File: config.mk
export PLATFORM = sky130hd
export DESIGN_NAME = feather_blend_accumulator_flat
export DESIGN_NICKNAME = d
export VERILOG_FILES = /design/src/rtl/fba_pkg.sv /design/src/rtl/fba_stream_if.sv /design/src/rtl/feather_blend_accumulator.sv /design/src/rtl/fba_front.sv /design/src/rtl/fba_queue.sv /design/src/rtl/fba_back.sv /design/src/flat_wrapper.sv
export VERILOG_INCLUDE_DIRS = /design/src /design/src/rtl
export SDC_FILE = /design/constraint.sdc
export NUM_CORES = 2
export LEC_CHECK = 0
export BUFFER_PORTS_ARGS = -buffer_cell sky130_fd_sc_hd__buf_4
export CORE_UTILIZATION = 55
export CTS_BUF_LIST = sky130_fd_sc_hd__clkbuf_2
export DETAILED_ROUTE_END_ITERATION = 7
export GPL_ROUTABILITY_DRIVEN = 1
export PLACE_DENSITY = 0.71
export SYNTH_ARGS = -nofsm -noshare
export SYNTH_HDL_FRONTEND = slang
export SYNTH_SLANG_ARGS = --single-unit
File: constraint.sdc
create_clock -name clk -period 16.34 [get_ports clk]
set_clock_uncertainty 0.1 [all_clocks]
set_input_delay 2.451 -clock clk [delete_from_list [all_inputs] [get_ports clk]]
set_output_delay 2.451 -clock clk [all_outputs]
set_load 0.02 [all_outputs]
File: src/rtl/feather_blend_accumulator_defines.svh
// assertion macros for the feather blend accumulator
`ifndef FEATHER_BLEND_ACCUMULATOR_DEFINES_SVH
`define FEATHER_BLEND_ACCUMULATOR_DEFINES_SVH

// same-cycle implication, sampled on clk, held off during reset
`define FBA_ASSERT_NOW(label, ante, cons, msg) \
	label: assert property (@(posedge clk) disable iff (!arst_n) (ante) |-> (cons)) \
		else $error(msg);

// next-cycle implication, sampled on clk, held off during reset
`define FBA_ASSERT_NEXT(label, ante, cons, msg) \
	label: assert property (@(posedge clk) disable iff (!arst_n) (ante) |=> (cons)) \
		else $error(msg);

`endif

File: src/rtl/fba_pkg.sv
// shared types and constants for the feather blend accumulator
`default_nettype none

package fba_pkg;

	localparam logic [7:0] COLOR_MAX = 8'd255;

	typedef enum logic [1:0] {
		F_IDLE,
		F_DIV,
		F_PUSH
	} front_state_t;

	typedef enum logic [1:0] {
		B_ACC,
		B_DIV,
		B_OUT
	} back_state_t;

	typedef struct packed {
		logic [7:0]  red;
		logic [7:0]  green;
		logic [7:0]  blue;
		logic [15:0] weight;
		logic        last;
	} fba_entry_t;

	typedef struct packed {
		logic full;
		logic empty;
	} fba_q_status_t;

endpackage

`default_nettype wire

File: src/rtl/fba_stream_if.sv
// sample and result channel interfaces
`default_nettype none

interface fba_sample_if;
	logic        valid;
	logic        ready;
	logic        present;
	logic [7:0]  sample_red;
	logic [7:0]  sample_green;
	logic [7:0]  sample_blue;
	logic [19:0] source_column;
	logic [15:0] source_width;
	logic        last;

	modport source (
		output valid, present, sample_red, sample_green, sample_blue,
		output source_column, source_width, last,
		input  ready
	);
	modport sink (
		input  valid, present, sample_red, sample_green, sample_blue,
		input  source_column, source_width, last,
		output ready
	);
endinterface

interface fba_result_if;
	logic       valid;
	logic       ready;
	logic [7:0] blend_red;
	logic [7:0] blend_green;
	logic [7:0] blend_blue;
	logic       covered;

	modport source (
		output valid, blend_red, blend_green, blend_blue, covered,
		input  ready
	);
	modport sink (
		input  valid, blend_red, blend_green, blend_blue, covered,
		output ready
	);
endinterface

`default_nettype wire

File: src/rtl/feather_blend_accumulator.sv
// Feather blend accumulator, top level. Each sample transaction carries one source
// image's candidate for the current output pixel; the front end computes its
// weight 0.5 - |col/width - 0.5| in Q0.16 with a divider that retires four
// quotient bits per cycle; it takes a sample, divides, then pushes the entry and
// may take the next sample in that same cycle. Weights pass through a short queue
// to the back end, which multiplies and accumulates one entry per cycle with
// saturating sums while accumulating and the queue is not empty. The sample marked
// last also closes the pixel: a divide for the three channels, then the output
// register, which waits while a previous result is untaken. The front end keeps
// taking samples for the next pixel meanwhile, up to the queue depth.
`default_nettype none
`include "feather_blend_accumulator_defines.svh"

module feather_blend_accumulator #(
	parameter int QUEUE_DEPTH = 2
) (
	input  wire logic    clk,
	input  wire logic    arst_n,
	fba_sample_if.sink   sample,
	fba_result_if.source result
);
	import fba_pkg::*;

	logic          push;
	logic          pop;
	fba_entry_t    push_entry;
	fba_entry_t    pop_entry;
	fba_q_status_t q_stat;

	fba_front u_front (
		.clk        (clk),
		.arst_n     (arst_n),
		.sample     (sample),
		.q_stat     (q_stat),
		.push       (push),
		.push_entry (push_entry)
	);

	fba_queue #(
		.DEPTH (QUEUE_DEPTH)
	) u_queue (
		.clk        (clk),
		.arst_n     (arst_n),
		.push       (push),
		.push_entry (push_entry),
		.pop        (pop),
		.pop_entry  (pop_entry),
		.q_stat     (q_stat)
	);

	fba_back u_back (
		.clk       (clk),
		.arst_n    (arst_n),
		.q_stat    (q_stat),
		.pop_entry (pop_entry),
		.pop       (pop),
		.result    (result)
	);

	`FBA_ASSERT_NOW(a_no_push_full, push, !q_stat.full, "push into full queue")
	`FBA_ASSERT_NOW(a_no_pop_empty, pop, !q_stat.empty, "pop from empty queue")
	`FBA_ASSERT_NOW(a_uncovered_black, result.valid && !result.covered,
		(result.blend_red == 8'd0) && (result.blend_green == 8'd0) &&
		(result.blend_blue == 8'd0), "uncovered result with nonzero color")
	`FBA_ASSERT_NEXT(a_push_frees_front, push && !sample.valid, sample.ready,
		"front not ready after handing off an entry")

endmodule

`default_nettype wire

File: src/rtl/fba_front.sv
// front end: takes samples and computes the feather weight with a radix-16 divider
`default_nettype none

module fba_front (
	input  wire logic                 clk,
	input  wire logic                 arst_n,
	fba_sample_if.sink                sample,
	input  wire fba_pkg::fba_q_status_t q_stat,
	output logic                      push,
	output fba_pkg::fba_entry_t       push_entry
);
	import fba_pkg::*;

	front_state_t state_q, state_d;
	logic [1:0]   step_q;
	logic [16:0]  rem_q, rem_d;
	logic [15:0]  quo_q, quo_d;
	logic [15:0]  low_q;
	logic [15:0]  width_q;
	logic         zero_q;
	logic [7:0]   red_q, green_q, blue_q;
	logic         last_q;
	logic         take;
	logic [15:0]  weight;

	// outputs
	always_comb begin
		sample.ready = 1'b0;
		push         = 1'b0;
		case (state_q)
			F_IDLE: begin
				sample.ready = 1'b1;
			end
			F_PUSH: begin
				sample.ready = !q_stat.full;
				push         = !q_stat.full;
			end
			default: begin
				sample.ready = 1'b0;
				push         = 1'b0;
			end
		endcase
	end

	assign take = sample.valid && sample.ready;

	// next state
	always_comb begin
		state_d = state_q;
		case (state_q)
			F_IDLE: begin
				if (take) state_d = F_DIV;
			end
			F_DIV: begin
				if (step_q == 2'd3) state_d = F_PUSH;
			end
			F_PUSH: begin
				if (!q_stat.full) state_d = take ? F_DIV : F_IDLE;
			end
			default: begin
				state_d = F_IDLE;
			end
		endcase
	end

	// four restoring steps per cycle
	always_comb begin
		logic [16:0] r;
		logic [15:0] qv;
		r  = rem_q;
		qv = quo_q;
		for (int i = 0; i < 4; i++) begin
			r = {r[15:0], low_q[15-i]};
			if (r >= {1'b0, width_q}) begin
				r  = r - {1'b0, width_q};
				qv = {qv[14:0], 1'b1};
			end else begin
				qv = {qv[14:0], 1'b0};
			end
		end
		rem_d = r;
		quo_d = qv;
	end

	always_ff @(posedge clk or negedge arst_n) begin
		if (!arst_n) begin
			state_q <= F_IDLE;
			step_q  <= 2'd0;
		end else begin
			state_q <= state_d;
			if (take) begin
				step_q <= 2'd0;
			end else if (state_q == F_DIV) begin
				step_q <= step_q + 2'd1;
			end
		end
	end

	always_ff @(posedge clk) begin
		if (take) begin
			// dividend is column * 4096; its top 16 bits are below width when not clamped
			rem_q   <= {1'b0, sample.source_column[19:4]};
			low_q   <= {sample.source_column[3:0], 12'd0};
			width_q <= sample.source_width;
			zero_q  <= !sample.present ||
			           (sample.source_column >= {sample.source_width, 4'd0});
			red_q   <= sample.sample_red;
			green_q <= sample.sample_green;
			blue_q  <= sample.sample_blue;
			last_q  <= sample.last;
		end else if (state_q == F_DIV) begin
			rem_q <= rem_d;
			quo_q <= quo_d;
			low_q <= {low_q[11:0], 4'd0};
		end
	end

	// ratio at or past one half folds back: w = 1 - q
	assign weight = zero_q ? 16'd0 : (quo_q[15] ? 16'(~quo_q + 16'd1) : quo_q);

	assign push_entry.red    = red_q;
	assign push_entry.green  = green_q;
	assign push_entry.blue   = blue_q;
	assign push_entry.weight = weight;
	assign push_entry.last   = last_q;

endmodule

`default_nettype wire

File: src/rtl/fba_queue.sv
// small fifo between the front and back ends
`default_nettype none

module fba_queue #(
	parameter int DEPTH = 2
) (
	input  wire logic                clk,
	input  wire logic                arst_n,
	input  wire logic                push,
	input  wire fba_pkg::fba_entry_t push_entry,
	input  wire logic                pop,
	output fba_pkg::fba_entry_t      pop_entry,
	output fba_pkg::fba_q_status_t   q_stat
);
	import fba_pkg::*;

	localparam int AW = $clog2(DEPTH);
	localparam int CW = $clog2(DEPTH + 1);

	fba_entry_t    mem_q [DEPTH];
	logic [AW-1:0] wr_ptr_q, rd_ptr_q;
	logic [CW-1:0] count_q;

	assign q_stat.full  = (count_q == CW'(DEPTH));
	assign q_stat.empty = (count_q == '0);
	assign pop_entry    = mem_q[rd_ptr_q];

	always_ff @(posedge clk or negedge arst_n) begin
		if (!arst_n) begin
			wr_ptr_q <= '0;
			rd_ptr_q <= '0;
			count_q  <= '0;
		end else begin
			if (push) begin
				wr_ptr_q <= (wr_ptr_q == AW'(DEPTH - 1)) ? '0 : wr_ptr_q + AW'(1);
			end
			if (pop) begin
				rd_ptr_q <= (rd_ptr_q == AW'(DEPTH - 1)) ? '0 : rd_ptr_q + AW'(1);
			end
			if (push && !pop) begin
				count_q <= count_q + CW'(1);
			end else if (pop && !push) begin
				count_q <= count_q - CW'(1);
			end
		end
	end

	always_ff @(posedge clk) begin
		if (push) mem_q[wr_ptr_q] <= push_entry;
	end

endmodule

`default_nettype wire

File: src/rtl/fba_back.sv
// back end: weighted accumulation and final per-channel division
`default_nettype none

module fba_back (
	input  wire logic                   clk,
	input  wire logic                   arst_n,
	input  wire fba_pkg::fba_q_status_t q_stat,
	input  wire fba_pkg::fba_entry_t    pop_entry,
	output logic                        pop,
	fba_result_if.source                result
);
	import fba_pkg::*;

	back_state_t state_q, state_d;
	logic        step_q;
	logic [26:0] acc_q [3];
	logic [26:0] acc_next [3];
	logic [19:0] weight_sum_q, weight_next;
	logic [26:0] dsum_q [3];
	logic [19:0] dw_q;
	logic [20:0] rem_q [3];
	logic [20:0] rem_d [3];
	logic [7:0]  quo_q [3];
	logic [7:0]  quo_d [3];
	logic [7:0]  color [3];
	logic [7:0]  avg [3];
	logic        load_out;
	logic        out_valid_q;
	logic [7:0]  out_red_q, out_green_q, out_blue_q;
	logic        out_covered_q;

	assign color[0] = pop_entry.red;
	assign color[1] = pop_entry.green;
	assign color[2] = pop_entry.blue;

	// outputs
	always_comb begin
		pop      = 1'b0;
		load_out = 1'b0;
		case (state_q)
			B_ACC: begin
				pop = !q_stat.empty;
			end
			B_OUT: begin
				load_out = !out_valid_q || result.ready;
			end
			default: begin
				pop      = 1'b0;
				load_out = 1'b0;
			end
		endcase
	end

	// next state
	always_comb begin
		state_d = state_q;
		case (state_q)
			B_ACC: begin
				if (pop && pop_entry.last) state_d = B_DIV;
			end
			B_DIV: begin
				if (step_q) state_d = B_OUT;
			end
			B_OUT: begin
				if (load_out) state_d = B_ACC;
			end
			default: begin
				state_d = B_ACC;
			end
		endcase
	end

	// saturating multiply-accumulate
	always_comb begin
		logic [23:0] prod;
		logic [27:0] s;
		logic [20:0] ws;
		for (int c = 0; c < 3; c++) begin
			prod = 24'(color[c]) * 24'(pop_entry.weight);
			s    = {1'b0, acc_q[c]} + 28'(prod);
			acc_next[c] = s[27] ? '1 : s[26:0];
		end
		ws          = {1'b0, weight_sum_q} + 21'(pop_entry.weight);
		weight_next = ws[20] ? '1 : ws[19:0];
	end

	// four quotient bits per channel per cycle
	always_comb begin
		logic [20:0] r;
		logic [7:0]  qv;
		logic [3:0]  bits;
		for (int c = 0; c < 3; c++) begin
			r    = rem_q[c];
			qv   = quo_q[c];
			bits = step_q ? dsum_q[c][3:0] : dsum_q[c][7:4];
			for (int i = 0; i < 4; i++) begin
				r = {r[19:0], bits[3-i]};
				if (r >= {1'b0, dw_q}) begin
					r  = r - {1'b0, dw_q};
					qv = {qv[6:0], 1'b1};
				end else begin
					qv = {qv[6:0], 1'b0};
				end
			end
			rem_d[c] = r;
			quo_d[c] = qv;
		end
	end

	// quotient above 255 caps; no weight means no color
	always_comb begin
		for (int c = 0; c < 3; c++) begin
			if (dw_q == '0) begin
				avg[c] = 8'd0;
			end else if ({1'b0, dsum_q[c]} >= {dw_q, 8'd0}) begin
				avg[c] = COLOR_MAX;
			end else begin
				avg[c] = quo_q[c];
			end
		end
	end

	always_ff @(posedge clk or negedge arst_n) begin
		if (!arst_n) begin
			state_q      <= B_ACC;
			step_q       <= 1'b0;
			out_valid_q  <= 1'b0;
			weight_sum_q <= '0;
			for (int c = 0; c < 3; c++) acc_q[c] <= '0;
		end else begin
			state_q <= state_d;
			if (pop) begin
				if (pop_entry.last) begin
					weight_sum_q <= '0;
					for (int c = 0; c < 3; c++) acc_q[c] <= '0;
				end else begin
					weight_sum_q <= weight_next;
					for (int c = 0; c < 3; c++) acc_q[c] <= acc_next[c];
				end
			end
			if (pop && pop_entry.last) begin
				step_q <= 1'b0;
			end else if (state_q == B_DIV) begin
				step_q <= !step_q;
			end
			if (load_out) begin
				out_valid_q <= 1'b1;
			end else if (result.ready) begin
				out_valid_q <= 1'b0;
			end
		end
	end

	always_ff @(posedge clk) begin
		if (pop && pop_entry.last) begin
			dw_q <= weight_next;
			for (int c = 0; c < 3; c++) begin
				dsum_q[c] <= acc_next[c];
				rem_q[c]  <= 21'(acc_next[c][26:8]);
			end
		end else if (state_q == B_DIV) begin
			for (int c = 0; c < 3; c++) begin
				rem_q[c] <= rem_d[c];
				quo_q[c] <= quo_d[c];
			end
		end
		if (load_out) begin
			out_red_q     <= avg[0];
			out_green_q   <= avg[1];
			out_blue_q    <= avg[2];
			out_covered_q <= (dw_q != '0);
		end
	end

	assign result.valid       = out_valid_q;
	assign result.blend_red   = out_red_q;
	assign result.blend_green = out_green_q;
	assign result.blend_blue  = out_blue_q;
	assign result.covered     = out_covered_q;

endmodule

`default_nettype wire

File: src/flat_wrapper.sv
// flat-port wrapper written by rule: the top's interface ports become plain ports
module feather_blend_accumulator_flat import fba_pkg::*;
#(
	parameter int QUEUE_DEPTH = 2
)
  (clk, arst_n, sample_valid, sample_present, sample_sample_red, sample_sample_green, sample_sample_blue, sample_source_column, sample_source_width, sample_last, sample_ready, result_valid, result_blend_red, result_blend_green, result_blend_blue, result_covered, result_ready);
  fba_sample_if sample_i ();
  fba_result_if result_i ();
  input  wire logic clk;
  input  wire logic arst_n;
  input wire logic [$bits(sample_i.valid)-1:0] sample_valid;
  input wire logic [$bits(sample_i.present)-1:0] sample_present;
  input wire logic [$bits(sample_i.sample_red)-1:0] sample_sample_red;
  input wire logic [$bits(sample_i.sample_green)-1:0] sample_sample_green;
  input wire logic [$bits(sample_i.sample_blue)-1:0] sample_sample_blue;
  input wire logic [$bits(sample_i.source_column)-1:0] sample_source_column;
  input wire logic [$bits(sample_i.source_width)-1:0] sample_source_width;
  input wire logic [$bits(sample_i.last)-1:0] sample_last;
  output wire logic [$bits(sample_i.ready)-1:0] sample_ready;
  output wire logic [$bits(result_i.valid)-1:0] result_valid;
  output wire logic [$bits(result_i.blend_red)-1:0] result_blend_red;
  output wire logic [$bits(result_i.blend_green)-1:0] result_blend_green;
  output wire logic [$bits(result_i.blend_blue)-1:0] result_blend_blue;
  output wire logic [$bits(result_i.covered)-1:0] result_covered;
  input wire logic [$bits(result_i.ready)-1:0] result_ready;
  assign sample_i.valid = sample_valid;
  assign sample_i.present = sample_present;
  assign sample_i.sample_red = sample_sample_red;
  assign sample_i.sample_green = sample_sample_green;
  assign sample_i.sample_blue = sample_sample_blue;
  assign sample_i.source_column = sample_source_column;
  assign sample_i.source_width = sample_source_width;
  assign sample_i.last = sample_last;
  assign sample_ready = sample_i.ready;
  assign result_valid = result_i.valid;
  assign result_blend_red = result_i.blend_red;
  assign result_blend_green = result_i.blend_green;
  assign result_blend_blue = result_i.blend_blue;
  assign result_covered = result_i.covered;
  assign result_i.ready = result_ready;
  feather_blend_accumulator #(.QUEUE_DEPTH(QUEUE_DEPTH)) u_core (.clk(clk), .arst_n(arst_n), .sample(sample_i), .result(result_i));
endmodule
==> key figures <==
Yosys
  – Ys Warns: 0
  – Part of the Yosys area used for sequential elements: 27.1%
  – Syn Inst Count: 5,546
  – Distinct cell type count after synthesis: 89
  – Synth Net Count: 6,490
  – Number of flops mapped to enable cells by yosys: 370
  – Syn avg cell area: 9.29 um^2
  – Primary FF master, synth: edfxtp_1
  – Async set-reset flop share out of synthesis: 23.4%
  – Netlist Area Pre-Place: 51,500 um^2
  – Yosys reg bits: 483

Drt
  – DR DRC count: 0
  – Via density per instance: 6.09
  – Routed WL: 150 mm
  – First-pass DRT Iterations: 6
  – Routed len/inst: 21.2 um
  – Vias: 43,000
  – Routed Antenna Nets: 0
  – Initial drt markers: 3,596

CTS
  – Clk root buf: clkbuf_2
  – Cts-stage hold buffer count: 0
  – Clock Latency Late Sink: 1.45 ns
  – Clock sinks: 483
  – Register clock-pin slew on the reported worst setup and hold paths: 0.12 ns
  – CTS tree: yes
  – Max Root-Sink Buffers: 3
  – Total CTS buffers: 138
  – H-Tree Depth: 4
  – Post-CTS Setup Inserts: 0
  – Post-cts sizing count: 0

Die
  – # rows: 111
  – Core Area: 92,200 um^2
  – Initial core utilization: 55.9%
  – # IOs: 93
  – Die ar.: 94,900 um^2
  – Die W: 308 um
  – Die Ht: 308 um

Timing
  – Least-Margin Pin Slew: 1.24 ns
  – Final setup viols: 0
  – Slew margin rel.: 16.6%
  – Final Critical Period: 13.33 ns
  – Setup TNS: 0 ns
  – Max frequency: 75.0 MHz
  – Pins Over Slew Limit: 0
  – Period utilization: 81.6%
  – Final hold vios: 0
  – Worst hold slack: 0.333 ns
  – RSZ-0062 raised after global routing: no

Setup path
  – Critical Path AT: 14.30 ns
  – Startpoint types: flop
  – Crit path kind: flop to flop
  – CP Capture Type: flop
  – Buffers and inverters on the worst path: 7
  – CP max-delay cell: o41ai_1
  – Maximum fanout along the worst path: 37
  – Worst path required time: 17.31 ns
  – Worst path most repeated cell: o31a_1
  – Max stage delay on crit path: 0.69 ns
  – CP delay by family, top: compound AO/OA/AOI/OAI gates

Placed design
  – PortBufs: 92
  – GP Congestion: 0.980
  – Hpwl dp: 114 mm

GRT
  – First-pass GRT wire length: 235 mm
  – Gr ovfl total: 0
  – Pin count of the biggest net entering global routing: 69
  – Vias in the first global route: 42,200
  – Initial antenna violation count: 4
  – Overall routing resource usage: 32.0%

Layout
  – Fin nets: 6,645
  – Area Overhead vs Synth: 6.99%
  – Share of layout cells above drive strength 1: 10.0%

Job
  – Max Cap Violations: 0

Outcome
  – Status: complete, no violations

Hold path
  – Hold WC Path Type: flop to flop
flip-flops by register name (all words and copies together), names as in the netlist, 20 cells and up:
signal and cells:
u_core.u_back.quo_q 24, u_core.u_back.acc_q 81, u_core.u_back.weight_sum_q 20, u_core.u_back.dsum_q 81, u_core.u_queue.mem_q 82, u_core.u_back.dw_q 20
u_core.u_back.rem_q 60
cell usage in the layout (no fill, tap or decap), drive strengths merged, types with 42 or more instances in the layout:
master,instances
mux2i,143
o21a,86
edfxtp,370
or2,57
inv,595
dfrtp,113
clkbuf,201
buf,166
nand2b,78
nor3,113
nand3,71
xor2,113
nor2b,59
clkinv,42
and2,53
a21oi,330
nand2,505
a22o,50
mux2,89
o21ai,285
nand4,49
nor2,465
fa,335
a211oi,52
ha,543
a21o,125
xnor2,191
worst paths after layout:
kind,from,to,slack (ns),depth (start not counted)
min in group asynchronous,arst_n,u_core.u_back.step_q,0.97,1
setup / recovery,u_core.u_back.dw_q[1],u_core.u_back.rem_q[0][5],3.01,45
hold / removal,u_core.u_back.quo_q[0][9],u_core.u_back.quo_q[0][13],0.33,0
hold reg to reg,u_core.u_back.quo_q[0][9],u_core.u_back.quo_q[0][13],0.33,0
max in group asynchronous,arst_n,u_core.u_back.acc_q[48],13.60,2
setup reg to reg,u_core.u_back.dw_q[1],u_core.u_back.rem_q[0][5],3.01,45
cells in the mapped netlist, types with 23 or more instances:
| master | instances | area (um^2) |
|---|---|---|
| o21a_1 | 86 | 646 |
| nand2_1 | 505 | 1900 |
| o211ai_1 | 31 | 233 |
| nand3_1 | 71 | 355 |
| and2_1 | 53 | 332 |
| a21oi_1 | 330 | 1650 |
| xnor2_1 | 191 | 1670 |
| ha_1 | 543 | 6790 |
| a31oi_1 | 33 | 206 |
| a22o_1 | 50 | 438 |
| o31ai_1 | 25 | 188 |
| nand4_1 | 49 | 307 |
| inv_1 | 585 | 2200 |
| fa_1 | 335 | 6710 |
| o22ai_1 | 23 | 144 |
| and3_1 | 29 | 181 |
| nor2_1 | 465 | 1750 |
| o221ai_1 | 26 | 228 |
| o21ai_0 | 282 | 1410 |
| nand2b_1 | 78 | 488 |
| nor4_1 | 23 | 144 |
| or2_2 | 57 | 357 |
| or3_1 | 33 | 206 |
| mux2_2 | 88 | 991 |
| o21bai_1 | 36 | 270 |
| a21o_1 | 124 | 931 |
| dfrtp_1 | 113 | 2830 |
| o31a_1 | 23 | 201 |
| mux2i_1 | 142 | 1420 |
| a211oi_1 | 52 | 390 |
| a21boi_0 | 26 | 195 |
| xor2_1 | 113 | 990 |
| edfxtp_1 | 370 | 11100 |
| nor3_1 | 113 | 566 |
| clkbuf_1 | 129 | 484 |
| nor2b_1 | 59 | 369 |
layout make-up:
type,instances,area (um^2)
Fill cell,8227,37100
Multi-Input combinational cell,4318,34800
Sequential cell,483,13900
Inverter,594,2240
Tap cell,1243,1560
Timing Repair Buffer,166,1250
Clock buffer,201,1010
Clock inverter,50,295
Antenna cell,4,10.0
routing by layer:
metal / track usage [%] / share of wire, % / vias to the layer above
li1: - / - / 20100
met1: 45.1 / 44 / 20800
met2: 49.0 / 44 / 1720
met3: 5.42 / 8.2 / 328
met4: 12.7 / 3.7 / 0
met5: 0 / 0 / -
stage by stage:
stage | setup slack (ns) | area [um^2] | cells | utilization (%)
2_1_floorplan | 4.15 | 51500 | 5546 | -
6_report | 3.01 | 55100 | 7059 | 59.8
3_5_place_dp | 3.29 | 53800 | 6804 | 58.3
3_3_place_gp | 3.55 | 53800 | 6804 | 58.3
4_1_cts | 3.13 | 55100 | 7055 | 59.7
5_1_grt | 1.93 | 55100 | 7059 | 59.8
cell families after synthesis:
group,synth area share (%)
AND/OR/NAND/NOR,14.1
AO/OA/AOI/OAI,17.2
adder cells (fa/ha/maj),26.2
buffers and inverters,5.50
flip-flops,27.1
XOR/XNOR,5.17
multiplexers,4.74
Power is left out: the tool's default activity adds up to more than one toggle a clock period on the data nets, which glitch-free logic cannot reach.
